**src/sv/qrv_pkg.sv**
```systemverilog
// ----------------------------------------------------------------------------
// qrv_pkg
// Shared types and constants for the quaternion vector rotation core.
// ----------------------------------------------------------------------------
`default_nettype none

package qrv_pkg;

	localparam int QRV_VEC_WIDTH  = 16;
	localparam int QRV_QUAT_WIDTH = 16;

	typedef logic [1:0] status_t;

	localparam status_t ST_OK   = 2'd0;
	localparam status_t ST_SAT  = 2'd1;
	localparam status_t ST_ZERO = 2'd2;

	// Control bits that travel with each word down the pipeline.
	typedef struct packed {
		logic vld;
		logic zero;
	} ctrl_t;

endpackage

`default_nettype wire

```
**src/sv/qrv_div_step.sv**
```systemverilog
// ----------------------------------------------------------------------------
// qrv_div_step
// One restoring division step for the three components, one quotient bit.
// ----------------------------------------------------------------------------
`default_nettype none

module qrv_div_step #(
	parameter int NW    = 52,
	parameter int DW    = 33,
	parameter int QB    = 17,
	parameter int SHIFT = 0
) (
	input  logic               clk,
	input  logic               arst_n,
	input  logic               en,
	input  qrv_pkg::ctrl_t     ctrl_i,
	input  logic [DW:0]        den_i,
	input  logic [2:0][NW-1:0] rem_i,
	input  logic [2:0][QB-1:0] quo_i,
	input  logic [2:0]         neg_i,
	output qrv_pkg::ctrl_t     ctrl_o,
	output logic [DW:0]        den_o,
	output logic [2:0][NW-1:0] rem_o,
	output logic [2:0][QB-1:0] quo_o,
	output logic [2:0]         neg_o
);
	import qrv_pkg::*;

	logic [NW-1:0] dsh;
	logic [NW:0]   diff [3];

	assign dsh = NW'(den_i) << SHIFT;

	always_comb begin
		for (int c = 0; c < 3; c++) begin
			diff[c] = {1'b0, rem_i[c]} - {1'b0, dsh};
		end
	end

	always_ff @(posedge clk or negedge arst_n) begin
		if (!arst_n) begin
			ctrl_o <= '0;
		end else if (en) begin
			ctrl_o <= ctrl_i;
		end
	end

	always_ff @(posedge clk) begin
		if (en) begin
			den_o <= den_i;
			neg_o <= neg_i;
			for (int c = 0; c < 3; c++) begin
				if (!diff[c][NW]) begin
					rem_o[c] <= diff[c][NW-1:0];
					quo_o[c] <= quo_i[c] | (QB'(1) << SHIFT);
				end else begin
					rem_o[c] <= rem_i[c];
					quo_o[c] <= quo_i[c];
				end
			end
		end
	end

endmodule

`default_nettype wire

```
**config.mk**
```make
export PLATFORM = sky130hd
export DESIGN_NAME = qrv_div_step
export DESIGN_NICKNAME = d
export VERILOG_FILES = /design/src/sv/qrv_pkg.sv /design/src/sv/qrv_div_step.sv
export SDC_FILE = /design/constraint.sdc
export NUM_CORES = 1
export LEC_CHECK = 0
export BUFFER_PORTS_ARGS = -buffer_cell sky130_fd_sc_hd__clkbuf_2
export CAP_MARGIN = 25
export CORE_MARGIN = 3
export CORE_UTILIZATION = 31
export DETAILED_ROUTE_END_ITERATION = 8
export PLACE_DENSITY = 0.51
export SLEW_MARGIN = 20
export SYNTH_ARGS = -nofsm -noshare
export SYNTH_HDL_FRONTEND = slang
export SYNTH_SLANG_ARGS = --single-unit
```
**constraint.sdc**
```tcl
create_clock -name clk -period 1 [get_ports clk]
set_clock_uncertainty 0.05 [all_clocks]
set_input_delay 0.15 -clock clk [delete_from_list [all_inputs] [get_ports clk]]
set_output_delay 0.15 -clock clk [all_outputs]
set_load 0.02 [all_outputs]
```
* After elaboration in Yosys (flattened, before gate mapping)
Cells that the tools add are included.
Cells by class: $add $sub $neg 3, mux-type cells 3
Operators by type and width (number):
- $sub 52x34->53 | 3
- $mux 52 | 3
Storage, ports and cells: bits in registers 246, output and inout bits 246

* Logic depth before layout (Yosys ltp)
Gate-level depths: netlist of run 1.
depth in word-level cells 2, gate-level depth with buffers 14, gate-level depth less buffers 12

* Worst setup path after synthesis of run 1
No wires, ideal clock.
path kind input to register, from input rem_i[104] in the netlist's numbering, to register rem_o[151] in the netlist's numbering, data pin, arrival 2.900 ns, setup slack -2.222 ns, stages on the path 13, buffers on the path 1, cells stage by stage inv_1 > ha_1 > fa_1 > nand2b_1 > a21oi_1 > o41ai_1 > a31oi_2 > o211ai_1 > nor4bb_1 > buf_2 > or4_4 > a2111oi_2 > xor2_1
On the way: longest elaborated chain between the ends 2
Ends and longest elaborated chain:
- from (decl) | line qrv_div_step.sv:18 | input logic [2:0][NW-1:0] rem_i,
- $sub 52x34->53 | line qrv_div_step.sv:36 | diff[c] = {1'b0, rem_i[c]} - {1'b0, dsh};
- $mux 52 | line qrv_div_step.sv:53 | if (!diff[c][NW]) begin
- to (signal, indexed assignment) | line qrv_div_step.sv:54 | rem_o[c] <= diff[c][NW-1:0];
- to (signal, indexed assignment) | line qrv_div_step.sv:57 | rem_o[c] <= rem_i[c];
- to (decl) | line qrv_div_step.sv:23 | output logic [2:0][NW-1:0] rem_o,
No other way between the ends. A chain may end at the register's enable or synchronous reset.

* Final worst setup path of run 1
from input den_i[0], to register rem_o[0] in the netlist's numbering, data pin
On the way: longest elaborated chain between the ends 2
Ends and longest elaborated chain:
- from (decl) | line qrv_div_step.sv:17 | input logic [DW:0] den_i,
- $sub 52x34->53 | line qrv_div_step.sv:36
- $mux 52 | line qrv_div_step.sv:53
No other way between the ends.

==> results of run 1 <==
synth_stat cells, drive strengths merged, types with 27 or more instances:
master,number
edfxtp,244
nand2,162
a21oi,138
o21ai,117
ha,102
nor2,102
xnor2,72
xor2,66
inv,63
nor3,48
clkbuf,46
a21o,40
o21a,27
per-stage QoR:
stage / utilization / setup slack, ps / instances / area, um2 / TNS [ps]
after floorplan: - / -1972 / 1552 / 16800 / -253100
after CTS: 0.6026 / -1606 / 3593 / 29800 / -321570
final: 0.6412 / -1657 / 3619 / 31710 / -304270
after global placement: 0.4889 / -2420 / 3230 / 24180 / -335450
after global routing: 0.6411 / -1713 / 3617 / 31710 / -325390
after detailed placement: 0.4889 / -2367 / 3230 / 24180 / -343520
placed cells by master, fill, tap and decap left out, types with 42 or more instances in the layout:
cell           Yosys  final
dlygate4sd3_1      0    247
inv_1             63     43
clkbuf_2           2    241
buf_2              5     68
ha_4               0     45
nand2_1          162    127
ha_1             102     54
a21oi_2            0     43
xor2_1            66     64
xnor2_1           72     67
buf_6              3    209
buf_4              0    573
a21oi_1          138     87
o21ai_2            0     46
edfxtp_1         244    244
nor2_1           102     65
o21ai_0          108     42
power groups by stage:
stage	Sequential [mW]	Combinational, mW	Clock [mW]
after detailed placement	13.5	11.7	0
after global routing	13.6	16.0	11.6
after CTS	13.3	13.4	11.3
after floorplan	15.0	4.38	0
after global placement	13.5	11.6	0
final	13.5	15.0	11.0
layout make-up:
class | instances | area, um2
fill | 3959 | 17750
inverter | 63 | 297.8
clock buffer | 38 | 802.0
clock inverter | 18 | 177.7
antenna | 8 | 20.02
timing repair buffer | 1397 | 11850
sequential | 246 | 7377
multi-input combinational | 1185 | 10360
tap | 664 | 830.8
logic make-up (layout without fill, tap and decap cells):
group,after synthesis,after routing,synth area share
simple gates,488,488,0.1519
compound gates,443,443,0.1772
flops,246,246,0.4700
xor+xnor,138,138,0.07700
buf+inv,121,1516,0.03093
fa+ha+maj,105,105,0.08513
mux,11,11,0.007812
other cells,0,8,0
critical path, delay by kind of cell:
family | cells | cell delay (ps)
buffers and inverters | 7 | 940
AO/OA/AOI/OAI | 5 | 720
adder cells (fa/ha/maj) | 2 | 570
AND/OR/NAND/NOR | 4 | 550
metal layers:
layer,up-vias,track usage
met1,8497,0.3046
met4,8,0.08038
met3,119,0.03564
li1,8553,-
met5,-,0
met2,421,0.4336
timing repair:
action | in CTS | in global routing
gates resized for setup | 331 | 774
gates cloned | 13 | 0
pin swaps | 111 | 86
endpoints found under the setup margin | 405 | 513
hold endpoints to repair | 263 | 8
hold buffers | 245 | 3
setup buffers | 53 | 27
path summary, 6_finish.rpt:
check                            end  cells past startpoint
max in group asynchronous  ctrl_o[1]                      3
min reg2reg                ctrl_o[0]                      1
max                         rem_o[0]                     18
min                         rem_o[9]                      2
max reg2reg                ctrl_o[1]                      1
min in group asynchronous  ctrl_o[0]                      3
flip-flops by register name, summed over array words and instances, names as in the netlist:
name,flops
den_o,34
ctrl_o,2
rem_o,156
neg_o,3
quo_o,51
==> flow_metrics.env, run 1 <==
export IMPL_avgViaCountPerCell=4.863
export IMPL_critPathMaxFanout=7
export IMPL_status="complete, but fails checks"
export IMPL_rsz0062_at_grt="true"
export IMPL_grt_pass1_vias=18270
export IMPL_pwr_share_comb=0.380
export IMPL_grt_overflow=0
export IMPL_grt_max_degree=28
export IMPL_wl_met2_um=35020
export IMPL_cap_viol_max_count=0
export IMPL_antenna_found_initial=12
export IMPL_core_area_um2=49460
export IMPL_min_from="en"
export IMPL_endpoint_kind="register"
export IMPL_io_pins=495
export IMPL_synth_flop_cell="edfxtp_1"
export IMPL_track_usage=0.2441
export IMPL_slew_violations=0
export IMPL_fin_nets=3278
export IMPL_internal_power_mw=27.14
export IMPL_cts_root_buf="clkbuf_16"
export IMPL_synth_edff_count=244
export IMPL_pwr_density_cell_nw_per_um2=1244
export IMPL_hpwl_um=51140
export IMPL_ys_types=78
export IMPL_finalHoldViolCount=0
export IMPL_routed_top_layer="met5"
export IMPL_cts_tree="done"
export IMPL_numCtsBuffers=31
export IMPL_power_switching_mw=12.30
export IMPL_slew_headroom=0.6761
export IMPL_drtPass1Iterations=5
export IMPL_rrSetupSlack_ps=170
export IMPL_clkSinkCount=246
export IMPL_async_flop_share=0.008130
export IMPL_r2r_start="ctrl_o[1]"
export IMPL_clockBufferDepth=3
export IMPL_worst_hold_path_type="primary input to register"
export IMPL_crit_required_ps=1280
export IMPL_std_cell_rows=81
export IMPL_ys_seq_elements=246
export IMPL_antenna_left=0
export IMPL_max_freq_mhz=376.4
export IMPL_wl_met1_um=28630
export IMPL_die_area_um2=53370
export IMPL_synth_nets=1906
export IMPL_dr_first_iter_drc_count=813
export IMPL_holdWs_ps=5.820
export IMPL_cp_slowest_cell="fa_2"
export IMPL_setup_viol=405
export IMPL_power_leakage_nw=13.76
export IMPL_die_w_um=231.0
export IMPL_wire_per_inst_um=19.05
export IMPL_cp_arrival_ps=2940
export IMPL_power_total_mw=39.44
export IMPL_numPortBuffers=494
export IMPL_worst_pin_slew_ps=482.9
export IMPL_drt_total_wl_um=68950
export IMPL_swShare=0.3119
export IMPL_cp_cell_sequence="clkbuf_16 -> buf_8 -> ha_4 -> fa_2 -> nor2b_4 -> o21bai_4 -> a21o_1 -> a31oi_4 -> nor3b_4 -> buf_12 -> nor3_4 -> a211oi_4 -> buf_12 -> buf_12 -> buf_12 -> buf_16 -> nand2_4 -> o21ai_2"
export IMPL_vias=17600
export IMPL_critical_path_max_stage_delay_ps=410
export IMPL_avgSynthCellArea_um2=10.11
export IMPL_drive_gt1_frac=0.5334
export IMPL_setup_slack_ps=-1657
export IMPL_fp_dieH_um=231.0
export IMPL_initial_core_util=0.3174
export IMPL_crit_type="primary input to register"
export IMPL_place_congestion=0.9257
export IMPL_timing_final_crit_period_ps=2657
export IMPL_netlist_instances=1552
export IMPL_synth_area_top_cells="edfxtp_1, ha_1, a21oi_1"
export IMPL_fin_crit_sh=2.657
export IMPL_ir_worst_vdd_mv=1.215
export IMPL_grt_pass1_wl_um=101700
export IMPL_start_kind="primary input"
export IMPL_clkLatencyLatePin_ps=560
export IMPL_pwr_share_seq=0.342
export IMPL_crit_start="den_i[0]"
export IMPL_crit_top_cell="buf_12"
export IMPL_synth_seq_area_share=0.4700
export IMPL_violations="negative setup slack"
export IMPL_htreeDepth=1
export IMPL_drc=0
export IMPL_synth_top_area_frac=0.4668
export IMPL_dr_wl_met3_um=3006
export IMPL_yosysTopAreaCell="edfxtp_1"
export IMPL_area_growth_pct=102.0
export IMPL_clock_power_share=0.278
export IMPL_path_clk_slew_ps=60
export IMPL_syn_area_um2=15700
export IMPL_yosysWarnings=0
(Power assumes the default switching activity.)
==> run 2, diff against run 1 <==
==> constraint.sdc (replaced) <==
create_clock -name clk -period 1 [get_ports clk]
set_clock_uncertainty 0.05 [all_clocks]
set_input_delay 0.1 -clock clk [delete_from_list [all_inputs] [get_ports clk]]
set_output_delay 0.1 -clock clk [all_outputs]
set_load 0.02 [all_outputs]
==> flow_metrics.env, run 2 (synthesis results as in run 1) <==
export IMPL_max_freq_mhz=399.2
export IMPL_htreeDepth=1
export IMPL_crit_type="primary input to register"
export IMPL_hpwl_um=51310
export IMPL_hold_depth=3
export IMPL_std_cell_rows=81
export IMPL_routed_top_layer="met5"
export IMPL_critPathMaxFanout=5
export IMPL_io_pins=495
export IMPL_grt_overflow=0
export IMPL_reg2reg_depth=1
export IMPL_grt_pass1_wl_um=100200
export IMPL_clkLatencyLatePin_ps=560
export IMPL_grt_pass1_vias=17970
export IMPL_crit_required_ps=1260
export IMPL_area_growth_pct=95.37
export IMPL_pwr_density_cell_nw_per_um2=1243
export IMPL_worst_pin_slew_ps=472.5
export IMPL_core_area_um2=49460
export IMPL_numPortBuffers=494
export IMPL_fin_nets=3276
export IMPL_top_regs="rem_o: 156 flops, quo_o: 51 flops, den_o: 34 flops"
export IMPL_wire_per_inst_um=18.77
export IMPL_finalHoldViolCount=3
export IMPL_dr_first_iter_drc_count=777
export IMPL_wl_met1_um=28540
export IMPL_clockBufferDepth=3
export IMPL_die_area_um2=53370
export IMPL_rsz0062_at_grt="true"
export IMPL_seq_area_um2=7377
export IMPL_critical_path_max_stage_delay_ps=620
export IMPL_setup_viol=642
export IMPL_finalSetupTns_ps=-317430
export IMPL_wl_met2_um=34460
export IMPL_antenna_left=0
export IMPL_r2r_start="ctrl_o[1]"
export IMPL_start_kind="primary input"
export IMPL_final_cell_mix="buf_4, clkbuf_2, dlygate4sd3_1, edfxtp_1, nand2_1"
export IMPL_drive_gt1_frac=0.5384
export IMPL_cp_arrival_ps=2770
export IMPL_slew_violations=0
export IMPL_setup_slack_ps=-1505
export IMPL_cap_viol_max_count=0
export IMPL_timing_final_crit_period_ps=2505
export IMPL_path_clk_slew_ps=60
export IMPL_slew_headroom=0.6816
export IMPL_largest_register="rem_o"
export IMPL_fin_crit_sh=2.505
export IMPL_ir_worst_vdd_mv=1.287
export IMPL_crit_start="den_i[1]"
export IMPL_largest_reg_flops=156
export IMPL_cp_slowest_cell="or4_4"
export IMPL_min_from="rem_i[104]"
export IMPL_multi_input_area_um2=10340
export IMPL_power_total_mw=38.12
export IMPL_final_common_cell="buf_4"
export IMPL_clkSinkCount=246
export IMPL_cts_tree="done"
export IMPL_vias=17490
export IMPL_violations="negative hold slack, negative setup slack"
export IMPL_dr_wl_met3_um=3050
export IMPL_grt_max_degree=29
export IMPL_avgViaCountPerCell=4.835
export IMPL_initial_core_util=0.3174
export IMPL_place_congestion=0.9239
export IMPL_numCtsBuffers=31
export IMPL_fillers=4156
export IMPL_drt_total_wl_um=67890
export IMPL_cp_cell_sequence="buf_4 -> buf_6 -> fa_2 -> nand2b_4 -> a21oi_4 -> o41ai_4 -> a31oi_2 -> o211ai_1 -> nor4bb_4 -> or4_4 -> buf_4 -> nor2_4 -> xor2_1"
export IMPL_drc=0
export IMPL_antenna_found_initial=12
export IMPL_crit_top_cell="buf_4"
export IMPL_power_leakage_nw=13.31
export IMPL_cts_root_buf="clkbuf_16"
export IMPL_endpoint_kind="register"
export IMPL_drtPass1Iterations=5
export IMPL_worst_hold_path_type="primary input to register"
export IMPL_holdWs_ps=-149.2
export IMPL_die_w_um=231.0
export IMPL_track_usage=0.2394
export IMPL_status="complete, but fails checks"
export IMPL_fp_dieH_um=231.0
## run 2: changes by cell type in the layout (fill, tap and decap cells not counted), moves of 8 or more
cell	change
clkbuf_16	+8
a21oi_1	-10
buf_2	-64
clkbuf_2	+231
nand2_1	+8
nand2_4	-14
buf_6	-173
## run 2: through the flow
| stage | hold WS (ps) | util | std cells | setup slack [ps] | instance area, um2 |
|---|---|---|---|---|---|
| after global placement | -154.7 | 0.4886 | 3228 | -2371 | 24160 |
| after detailed placement | -154.5 | 0.4886 | 3228 | -2344 | 24160 |
| after CTS | -210.0 | 0.5939 | 3578 | -1526 | 29370 |
| after floorplan | -245.6 | - | 1552 | -1922 | 16800 |
| after global routing | -163.6 | 0.6200 | 3616 | -1600 | 30660 |
| final | -149.2 | 0.6200 | 3617 | -1505 | 30670 |
## run 2: power by group
part | total, mW | switching, mW | internal, mW
clock network | 10.8 | 4.58 | 6.22
registers | 13.3 | 0.425 | 12.9
logic | 14.0 | 7.20 | 6.83
## run 2: repair_timing
item | CTS | global route
pin swaps | 96 | 109
endpoints found under the hold margin | 281 | 3
setup endpoints to repair | 405 | 642
setup buffers | 43 | 36
cloned | 7 | 7
hold buffers | 247 | 1
resized for setup | 266 | 247
## run 2: final cells by class
cell class                      count  share of cell area
Antenna cell                        7           0.0005712
Clock buffer                       37             0.02603
Clock inverter                     20            0.005631
Inverter                           63             0.01032
Multi-Input combinational cell   1185              0.3372
Sequential cell                   246              0.2406
Tap cell                          664             0.02709
Timing Repair Buffer             1395              0.3526
## run 2: metal layers
layer  global-route usage  vias up
met5                    0        -
met3              0.03306       99
met4              0.07476       10
met1               0.3001     8431
li1                     -     8544
met2               0.4271      405
## run 2: worst paths after layout
kind / to / slack [ps]
max reg2reg: ctrl_o[1] / 200
min in group asynchronous: ctrl_o[0] / 360
max: rem_o[139] / -1500
min reg2reg: ctrl_o[0] / 470
min: rem_o[104] / -150
max in group asynchronous: ctrl_o[1] / 400
## run 2: worst max-delay path, delay by kind of cell
kind / cells / cell delay (ps)
and+or+nand+nor: 4 / 1070
AOI/OAI and AO/OA: 4 / 710
buffers and inverters: 3 / 430
adders and majority gates: 1 / 380
xor gates and xnor gates: 1 / 60
