==> config.mk <==
export PLATFORM = sky130hd
export DESIGN_NAME = qrv_round_sat
export DESIGN_NICKNAME = d
export VERILOG_FILES = /design/src/sv/qrv_pkg.sv /design/src/sv/qrv_round_sat.sv
export SDC_FILE = /design/constraint.sdc
export NUM_CORES = 1
export LEC_CHECK = 0
export BUFFER_PORTS_ARGS = -buffer_cell sky130_fd_sc_hd__buf_2
export CORE_MARGIN = 3
export CORE_UTILIZATION = 50
export CTS_BUF_LIST = sky130_fd_sc_hd__clkbuf_16
export DETAILED_ROUTE_END_ITERATION = 8
export PLACE_DENSITY = 0.76
export SETUP_SLACK_MARGIN = 0.15
export SLEW_MARGIN = 20
export SYNTH_ARGS = -nofsm -noshare
export SYNTH_HDL_FRONTEND = slang
export SYNTH_SLANG_ARGS = --single-unit
==> constraint.sdc <==
create_clock -name clk -period 1.17 [get_ports clk]
set_clock_uncertainty 0.1 [all_clocks]
set_input_delay 0.234 -clock clk [delete_from_list [all_inputs] [get_ports clk]]
set_output_delay 0.234 -clock clk [all_outputs]
set_load 0.005 [all_outputs]
==> src/sv/qrv_pkg.sv <==
// ----------------------------------------------------------------------------
// qrv_pkg
// Shared types and constants for the quaternion vector rotation core.
// ----------------------------------------------------------------------------
`default_nettype none

package qrv_pkg;

	localparam int QRV_VEC_WIDTH  = 16;
	localparam int QRV_QUAT_WIDTH = 16;

	typedef logic [1:0] status_t;

	localparam status_t ST_OK   = 2'd0;
	localparam status_t ST_SAT  = 2'd1;
	localparam status_t ST_ZERO = 2'd2;

	// Control bits that travel with each word down the pipeline.
	typedef struct packed {
		logic vld;
		logic zero;
	} ctrl_t;

endpackage

`default_nettype wire

==> src/sv/qrv_round_sat.sv <==
// ----------------------------------------------------------------------------
// qrv_round_sat
// Output stage: clamps the rounded quotients, applies signs, sets status.
// ----------------------------------------------------------------------------
`default_nettype none

module qrv_round_sat #(
	parameter int VW = 16,
	parameter int QB = 17
) (
	input  logic                  clk,
	input  logic                  arst_n,
	input  logic                  en,
	input  qrv_pkg::ctrl_t        ctrl_i,
	input  logic [2:0][QB-1:0]    quo_i,
	input  logic [2:0]            neg_i,
	output logic                  vld_o,
	output logic [2:0][VW-1:0]    res_o,
	output qrv_pkg::status_t      status_o
);
	import qrv_pkg::*;

	logic [QB-1:0] lim [3];
	logic [QB-1:0] mag [3];
	logic [2:0]    sat;

	always_comb begin
		for (int c = 0; c < 3; c++) begin
			lim[c] = (QB'(1) << (VW-1)) - (neg_i[c] ? QB'(0) : QB'(1));
			sat[c] = quo_i[c] > lim[c];
			mag[c] = sat[c] ? lim[c] : quo_i[c];
		end
	end

	always_ff @(posedge clk or negedge arst_n) begin
		if (!arst_n) begin
			vld_o <= 1'b0;
		end else if (en) begin
			vld_o <= ctrl_i.vld;
		end
	end

	always_ff @(posedge clk) begin
		if (en) begin
			for (int c = 0; c < 3; c++) begin
				if (ctrl_i.zero) begin
					res_o[c] <= '0;
				end else if (neg_i[c]) begin
					res_o[c] <= VW'(-mag[c]);
				end else begin
					res_o[c] <= mag[c][VW-1:0];
				end
			end
			if (ctrl_i.zero) begin
				status_o <= ST_ZERO;
			end else if (|sat) begin
				status_o <= ST_SAT;
			end else begin
				status_o <= ST_OK;
			end
		end
	end

endmodule

`default_nettype wire

==> results of run 1 <==
==> synth_stat cells (5+ instances only) <==
cell	count	share of area (%)
a31oi_1	6	0.85
nand2b_1	6	0.85
edfxtp_1	50	34
o21ai_0	17	1.9
mux2_2	5	1.3
ha_1	51	14
o32ai_1	12	2.4
nand4_1	6	0.85
nor3_1	28	3.2
inv_1	15	1.3
nand2_1	32	2.7
a211oi_1	13	2.2
o21ai_1	9	1.0
a21oi_1	51	5.8
clkbuf_1	18	1.5
nor2_1	48	4.1
and2_1	5	0.71
nand3_1	16	1.8
mux2i_1	8	1.8
a21o_1	5	0.85
o211ai_1	6	1.0
or3_1	9	1.3
nor4_1	12	1.7
==> stage by stage <==
| stage | cells | hold slack (ns) |
|---|---|---|
| CTS | 864 | 0.0787 |
| detailed placement | 816 | -0.0899 |
| global placement | 816 | -0.0913 |
| floorplan | 495 | -0.162 |
==> logic make-up after synthesis <==
group | after synthesis | share of synthesized area [%]
and+or+nand+nor | 189 | 21.9
AOI/OAI and AO/OA | 146 | 21.3
adders and majority gates | 51 | 14.4
DFF | 51 | 34.5
buffers and inverters | 39 | 3.59
muxes | 13 | 3.08
xor gates and xnor gates | 6 | 1.19
==> metal layers <==
metal / GRT usage (%) / overflow
met1: 79.7 / 0
met2: 104 / 208
met3: 65.6 / 2
met4: 94.1 / 95
met5: 14.4 / 0
==> repair_timing <==
action,4_1_cts
pin swaps,57
gates cloned,4
hold endpoints to repair,1
endpoints found under the setup margin,100
gates resized for setup,159
setup buffers,35
hold buffers,1
==> metrics.txt, run 1 <==
outcome=did not finish; Last stage=global routing (5_1_grt); Err=[ERROR GRT-0232] Routing congestion too high. Check the congestion heatmap in the GUI.; Synth Cell Area=4420 um^2; row count=33; Yosys reg bits=51; GRT worst endpoint=res_o[30]$_SDFFCE_PP0P_/D; sequential area share after synthesis=34.5%; worst ep type=register input; htree depth=2; Starting Density=52.5%; EDFF count, synth=50; Synth warnings=0; Syn Area/Cell=roughly 9 um^2; Total GRT Usage=83.9%; I/O pins=110; input/output buffers=109; pre-CTS setup slack=-2.86 ns; Die X=100 um; GR Overflow Total=305; CTS Root Cell=clkbuf_16; largest net degree at the start of global routing=43; Sink Count=51; Yosys cell types=62; syn_nets=605; cells after synthesis=about 500; ys flop type=edfxtp_1; Async SR Flop Fraction=1.96%; DP Area=6270 um^2; HPWL reported at the end of detailed placement=10.5 mm; CTS max path bufs=2; Vert. Die Dim=100 um; routability cong.=0.911; Num CTS Buffers=5
==> run 2, diff against run 1 <==
--- a/config.mk
+++ b/config.mk
@@ -7,11 +7,9 @@
 export LEC_CHECK = 0
 export BUFFER_PORTS_ARGS = -buffer_cell sky130_fd_sc_hd__buf_2
 export CORE_MARGIN = 3
-export CORE_UTILIZATION = 50
-export CTS_BUF_LIST = sky130_fd_sc_hd__clkbuf_16
+export CORE_UTILIZATION = 35
 export DETAILED_ROUTE_END_ITERATION = 8
-export PLACE_DENSITY = 0.76
-export SETUP_SLACK_MARGIN = 0.15
+export PLACE_DENSITY_LB_ADDON = 0.15
 export SLEW_MARGIN = 20
 export SYNTH_ARGS = -nofsm -noshare
 export SYNTH_HDL_FRONTEND = slang
==> run 2 against run 1 <==
Area after synthesis unchanged. The flow now finishes, with violations (negative setup slack). Synthesized cell count did not move.
==> metrics.txt, run 2 <==
outcome=finished, violations left; failing checks=negative setup slack; row count=40 (+21%); r2r setup slk=0.34 ns; vias per inst=5.53; number of global-route vias before repair=5097; Worst Path Arrival=3.45 ns; routability cong.=0.871 (-4.4%); sequential area share after synthesis=34.5% (unchanged); Post-synth top cells=a21oi_1 (51), ha_1 (51), edfxtp_1 (50); ys flop type=edfxtp_1; first-pass GRT wire length=roughly 25 mm; Synth area leader=edfxtp_1; most frequent cells in the layout=buf_4 (131), buf_2 (106), edfxtp_1 (50), ha_4 (36), a21oi_1 (32); placed cell count=891 (+9.2%); Period minus WS final=3.51 ns; antenna-violating nets left=0; initial antenna violation count=0; relative slew slack=72.1%; max_cap viols=0; slowest stage delay, CP=around 0.52 ns; Largest register FFs=48; Filler Cell Count=990; final slew viol count=0; post-synth top area share=33.9% (unchanged); Fmax achieved=285 MHz; Vert. Die Dim=118 um (+18%); cells after synthesis=495 (unchanged); Post-layout nets=861; Synth Cell Area=4420 um^2 (unchanged); Finish-stage setup viols=51; hold_ws=0.0744 ns; final non-filler cell total=920; Yosys reg bits=51 (unchanged); CORE AREA=12200 um^2; CTS tree=yes; CP Cell Sequence=buf_12 -> inv_6 -> ha_4 -> nand4b_1 -> or3_4 -> or4_4 -> o21ai_2 -> and2_4 -> mux2i_4 -> ha_4 -> nand3_2 -> or4_4 -> or3_1 -> a21oi_2 -> nor4_1; Critical Path Slowest Stage Cell=or4_4; Setup crit start kind=input pin; Syn Area/Cell=8.94 um^2 (unchanged); final hold viol count=0; Async SR Flop Fraction=1.96% (unchanged); Pwr Density=834 nW/um^2; Buf+Inv Stages, Crit Path=2; syn_nets=605 (unchanged); most area-consuming cells after synthesis=edfxtp_1 (34%), ha_1 (14%), a21oi_1 (5.8%); P&R area growth vs syn=78.6%; DR pass1 iterations=5; fraction of layout cells with a size suffix above 1=59.2%; Min-Delay Path Class=in2reg; most common cell after layout, fill and taps aside=buf_4; Required @ worst endpoint=1.11 ns; peak supply drop=579 uV; unrepaired setup endpoints after global routing=true; HPWL reported at the end of detailed placement=11.2 mm (+7.4%); initial drt markers=277; Setup WS post-layout=-2.34 ns; Total GRT Usage=between 20 and 25%; Setup CP Type=in2reg; clock-pin slew on the worst setup and hold paths=0.07 ns; input/output buffers=109 (unchanged); Worst Tran Pin Value=about 0.42 ns; Starting Density=36.4% (-16 points); htree depth=2 (unchanged); post-route cell area=7900 um^2; Post-route DRC=0; period utilization=300%; GR Overflow Total=0; I/O pins=110 (unchanged); Num CTS Buffers=5 (unchanged); CP top delay family=simple AND/OR/NAND/NOR gates; Synth warnings=0 (unchanged); detailed-route via count=slightly above 5000; Antenna Cells=0; Largest Register=res_o; Crit. End Element=flop; CTS Root Cell=clkbuf_16; overall power=roughly 6.6 mW; CTS max path bufs=2 (unchanged); Yosys cell types=62 (unchanged); die area=14000 um^2; DP Area=6430 um^2 (+2.5%); top flop regs=res_o: 48 flops, status_o: 2 flops, vld_o: 1 flops; clk_lat worst skew=0.29 ns; largest net degree at the start of global routing=30; Sink Count=51 (unchanged); routed length per instance=17.4 um; Die X=118 um (+18%); maximum fanout along the worst path=5; EDFF count, synth=50 (unchanged); final WL=16.0 mm; Static Leak=roughly 3.2 nW
## run 2: path summary, 6_finish.rpt
kind,end,cells after the start,start
setup / recovery,res_o[30]$_SDFFCE_PP0P_,15,neg_i[1]
hold / removal,vld_o$_DFFE_PN0P_,2,ctrl_i[1]
setup reg to reg,vld_o$_DFFE_PN0P_,1,vld_o$_DFFE_PN0P_
hold reg to reg,vld_o$_DFFE_PN0P_,1,vld_o$_DFFE_PN0P_
max in group asynchronous,vld_o$_DFFE_PN0P_,2,arst_n
min in group asynchronous,vld_o$_DFFE_PN0P_,2,arst_n
## run 2: final cells by class
type	instances	area, um^2	area share (%)
multi-input combinational	405	3910	49.4
timing repair buffer	271	2010	25.5
inverter	17	83.8	1.06
sequential	51	1530	19.3
clock inverter	1	30.0	0.380
clock buffer	7	133	1.68
tap	168	210	2.66
## run 2: power by group
| group | switching [mW] | internal, mW | total (mW) |
|---|---|---|---|
| registers | 0.0523 | 2.22 | 2.27 |
| clock network | 0.671 | 1.01 | 1.68 |
| logic | 1.32 | 1.31 | 2.64 |
| total | 2.05 | 4.54 | 6.59 |
## run 2: layer usage
metal	vias to the layer above	routed length, um	global-route usage (%)
met3	20	688	3.44
met4	0	253	4.92
met2	158	8100	38.0
li1	2446	-	-
met1	2468	6980	28.7
met5	-	0	0
## run 2: cell families (layout without fill, tap and decap cells)
kind of cell / after synthesis / after routing / synth area share [%]
buffers and inverters: 39 / 296 / 3.59
flip-flops: 51 / 51 / 34.5
adder cells (fa/ha/maj): 51 / 51 / 14.4
XOR/XNOR: 6 / 6 / 1.19
multiplexers: 13 / 13 / 3.08
AO/OA/AOI/OAI: 146 / 146 / 21.3
AND/OR/NAND/NOR: 189 / 189 / 21.9
## run 2: repair_timing
action / in CTS / in global routing
buffers inserted: 24 / 14
hold buffers: 1 / 0
gates cloned: 3 / 0
pin swaps: 46 / 36
gates resized for setup: 125 / 81
endpoints found under the hold margin: 1 / 0
endpoints found under the setup margin: 53 / 64
## run 2: per-stage QoR
step / TNS, ns / setup WS (ns) / util (%)
2_1_floorplan: -77.14 / -2.96 / -
3_3_place_gp: -89.19 / -2.80 / 52.9
3_5_place_dp: -91.14 / -2.91 / 52.9
4_1_cts: -73.79 / -2.32 / 61.9
5_1_grt: -72.75 / -2.43 / 65.0
6_report: -67.54 / -2.34 / 65.0
(Power assumes the default switching activity.)
==> run 3, diff against run 2 <==
--- a/config.mk
+++ b/config.mk
@@ -9,8 +9,9 @@
 export CORE_MARGIN = 3
 export CORE_UTILIZATION = 35
 export DETAILED_ROUTE_END_ITERATION = 8
-export PLACE_DENSITY_LB_ADDON = 0.15
+export PLACE_DENSITY_LB_ADDON = 0.05
 export SLEW_MARGIN = 20
 export SYNTH_ARGS = -nofsm -noshare
 export SYNTH_HDL_FRONTEND = slang
 export SYNTH_SLANG_ARGS = --single-unit
+export TNS_END_PERCENT = 50
==> run 3 against run 2 <==
The flow still finishes with violations (negative setup slack). Sequential share of layout area increased by 0.67 points. Worst setup slack got worse by 0.096 ns. Wire length decreased by 5.7%. Flip-flop and latch count unchanged. Worst hold slack about the same. Sequential power about the same. Critical path type unchanged. Critical endpoint unchanged. Largest cell class unchanged.
==> metrics.txt, run 3 (synthesis results as in run 2) <==
vias per inst=5.42 (-2.1%); DR pass1 iterations=4 (-1); period utilization=308% (+8.2 points); P&R area growth vs syn=72.6%; most frequent cells in the layout=buf_4 (127), buf_2 (104), edfxtp_1 (50), a21oi_1 (38), nor2_1 (34); M1 GR Usage=26.4% (-2.3 points); CTS max path bufs=2 (unchanged); Post-route DRC=0 (unchanged); final non-filler cell total=913 (-0.76%); unrepaired setup endpoints after global routing=true; fraction of layout cells with a size suffix above 1=55.3% (-3.9 points); GR Overflow Total=0 (unchanged); Die X=118 um (unchanged); Min-Delay Path Class=in2reg; row count=40 (unchanged); initial drt markers=253 (-8.7%); Setup crit start kind=input pin; Finish-stage setup viols=54 (+5.9%); maximum fanout along the worst path=8 (+3); Sink Count=51 (unchanged); Vert. Die Dim=118 um (unchanged); met3 global-route usage=4.59% (+1.1 points); I/O pins=110 (unchanged); top flop regs=res_o: 48 flops, status_o: 2 flops, vld_o: 1 flops; pre-CTS setup slack=-2.90 ns (+0.00694 ns); Worst Path Arrival=3.55 ns (+0.10 ns); Worst Tran Pin Value=0.394 ns (-0.0219 ns); Final Util=62.8% (-2.2 points); CTS tree=yes; initial antenna violation count=0 (unchanged); routed length per instance=16.5 um (-5.0%); Starting Density=36.4% (unchanged); antenna-violating nets left=0 (unchanged); final WL=15.1 mm (-5.7%); first-pass GRT wire length=24.1 mm (-5.5%); Crit. End Element=flop; final hold viol count=0 (unchanged); Total GRT Usage=20.6% (-1.3 points); failing checks=negative setup slack; Setup CP Type=in2reg; final slew viol count=0 (unchanged); input/output buffers=109 (unchanged); Fmax achieved=277 MHz (-2.6%); Static Leak=3.11 nW (-1.6%); most common cell after layout, fill and taps aside=buf_4; Post-layout nets=854 (-0.81%); htree depth=2 (unchanged); GR peak layer=met2; clk_lat worst skew=0.29 ns (about the same); largest net degree at the start of global routing=31 (+3.3%); Filler Cell Count=1033 (+4.3%); Setup WS post-layout=-2.44 ns (-0.0955 ns); Antenna Cells=0 (unchanged); Num CTS Buffers=5 (unchanged); detailed-route via count=4946 (-2.9%); grt met2 use=35.2% (-2.8 points); relative slew slack=73.5% (+1.3 points); Largest register FFs=48 (unchanged); outcome=finished, violations left; clock-pin slew on the worst setup and hold paths=0.07 ns (about the same); die area=14000 um^2 (unchanged); max_cap viols=0 (unchanged); placed cell count=886 (-0.56%); r2r setup slk=0.32 ns (-0.02 ns); number of global-route vias before repair=4959 (-2.7%); peak supply drop=478 uV (-17%); setup_tns=-68.46 ns (-0.914 ns); CTS Root Cell=clkbuf_16; HPWL reported at the end of detailed placement=11.0 mm (-1.8%); routability cong.=0.866 (-0.67%); Pwr Density=838 nW/um^2 (+0.47%); Period minus WS final=3.61 ns (+0.0955 ns); CORE AREA=12200 um^2 (unchanged); Required @ worst endpoint=1.12 ns (about the same); Largest Register=res_o
-- run 3: cell count changes in the layout (fill, tap and decap cells not counted), moves of 5 or more --
cell / delta
ha_4: -12
o32ai_2: -5
a21oi_2: -11
ha_1: +13
a21oi_4: +5
o32ai_1: +5
a21oi_1: +6
-- run 3: final timing paths --
kind                       depth (start not counted)         startpoint                       to
max                                               15           neg_i[1]  res_o[30]$_SDFFCE_PP0P_
min                                                2          ctrl_i[1]        vld_o$_DFFE_PN0P_
max reg2reg                                        1  vld_o$_DFFE_PN0P_        vld_o$_DFFE_PN0P_
min reg2reg                                        1  vld_o$_DFFE_PN0P_        vld_o$_DFFE_PN0P_
max in group asynchronous                          2             arst_n        vld_o$_DFFE_PN0P_
min in group asynchronous                          2             arst_n        vld_o$_DFFE_PN0P_
-- run 3: area by class of cell --
class	count	area (um^2)	share of cell area (%)
multi-input combinational	405	3710	48.6
timing repair buffer	264	1950	25.5
sequential	51	1530	20.0
tap	168	210	2.75
clock buffer	7	133	1.74
inverter	17	81.3	1.06
clock inverter	1	30.0	0.393
-- run 3: timing repair --
action	in CTS	in global routing
endpoints found under the hold margin	1	0
endpoints found under the setup margin	54	67
hold buffers	1	0
cloned	2	0
pin swaps	49	45
gates resized for setup	108	73
setup buffers	15	11
-- run 3: metrics by stage --
stage	area, um^2	power [mW]	hold WS (ns)
floorplan	4750	3.25	-0.162
detailed placement	6370	4.25	-0.0871
CTS	7200	6.22	0.0726
global placement	6370	4.21	-0.0907
global route	7640	6.77	0.0757
finish	7640	6.40	0.0746
-- run 3: report_power, final --
group	switching [mW]	total, mW	internal, mW
clock	0.654	1.67	1.01
combinational	1.24	2.46	1.22
sequential	0.0518	2.27	2.22
total	1.95	6.40	4.45
-- run 3: metal layers --
layer	vias to the layer above	share of wire, %
met3	20	4.6
met5	-	0
met4	0	1.4
li1	2439	-
met2	114	49
met1	2373	45
-- run 3: worst max-delay path, stage by stage --
cell	delay, ns
buf_12	0.12
buf_8	0.12
ha_4	0.26
nand2_2	0.04
or3_4	0.38
or4_4	0.52
o21ai_2	0.09
and2_4	0.21
mux2i_4	0.27
ha_4	0.17
nand3_2	0.08
or4_4	0.50
or3_4	0.34
a21oi_2	0.15
nor4_1	0.07
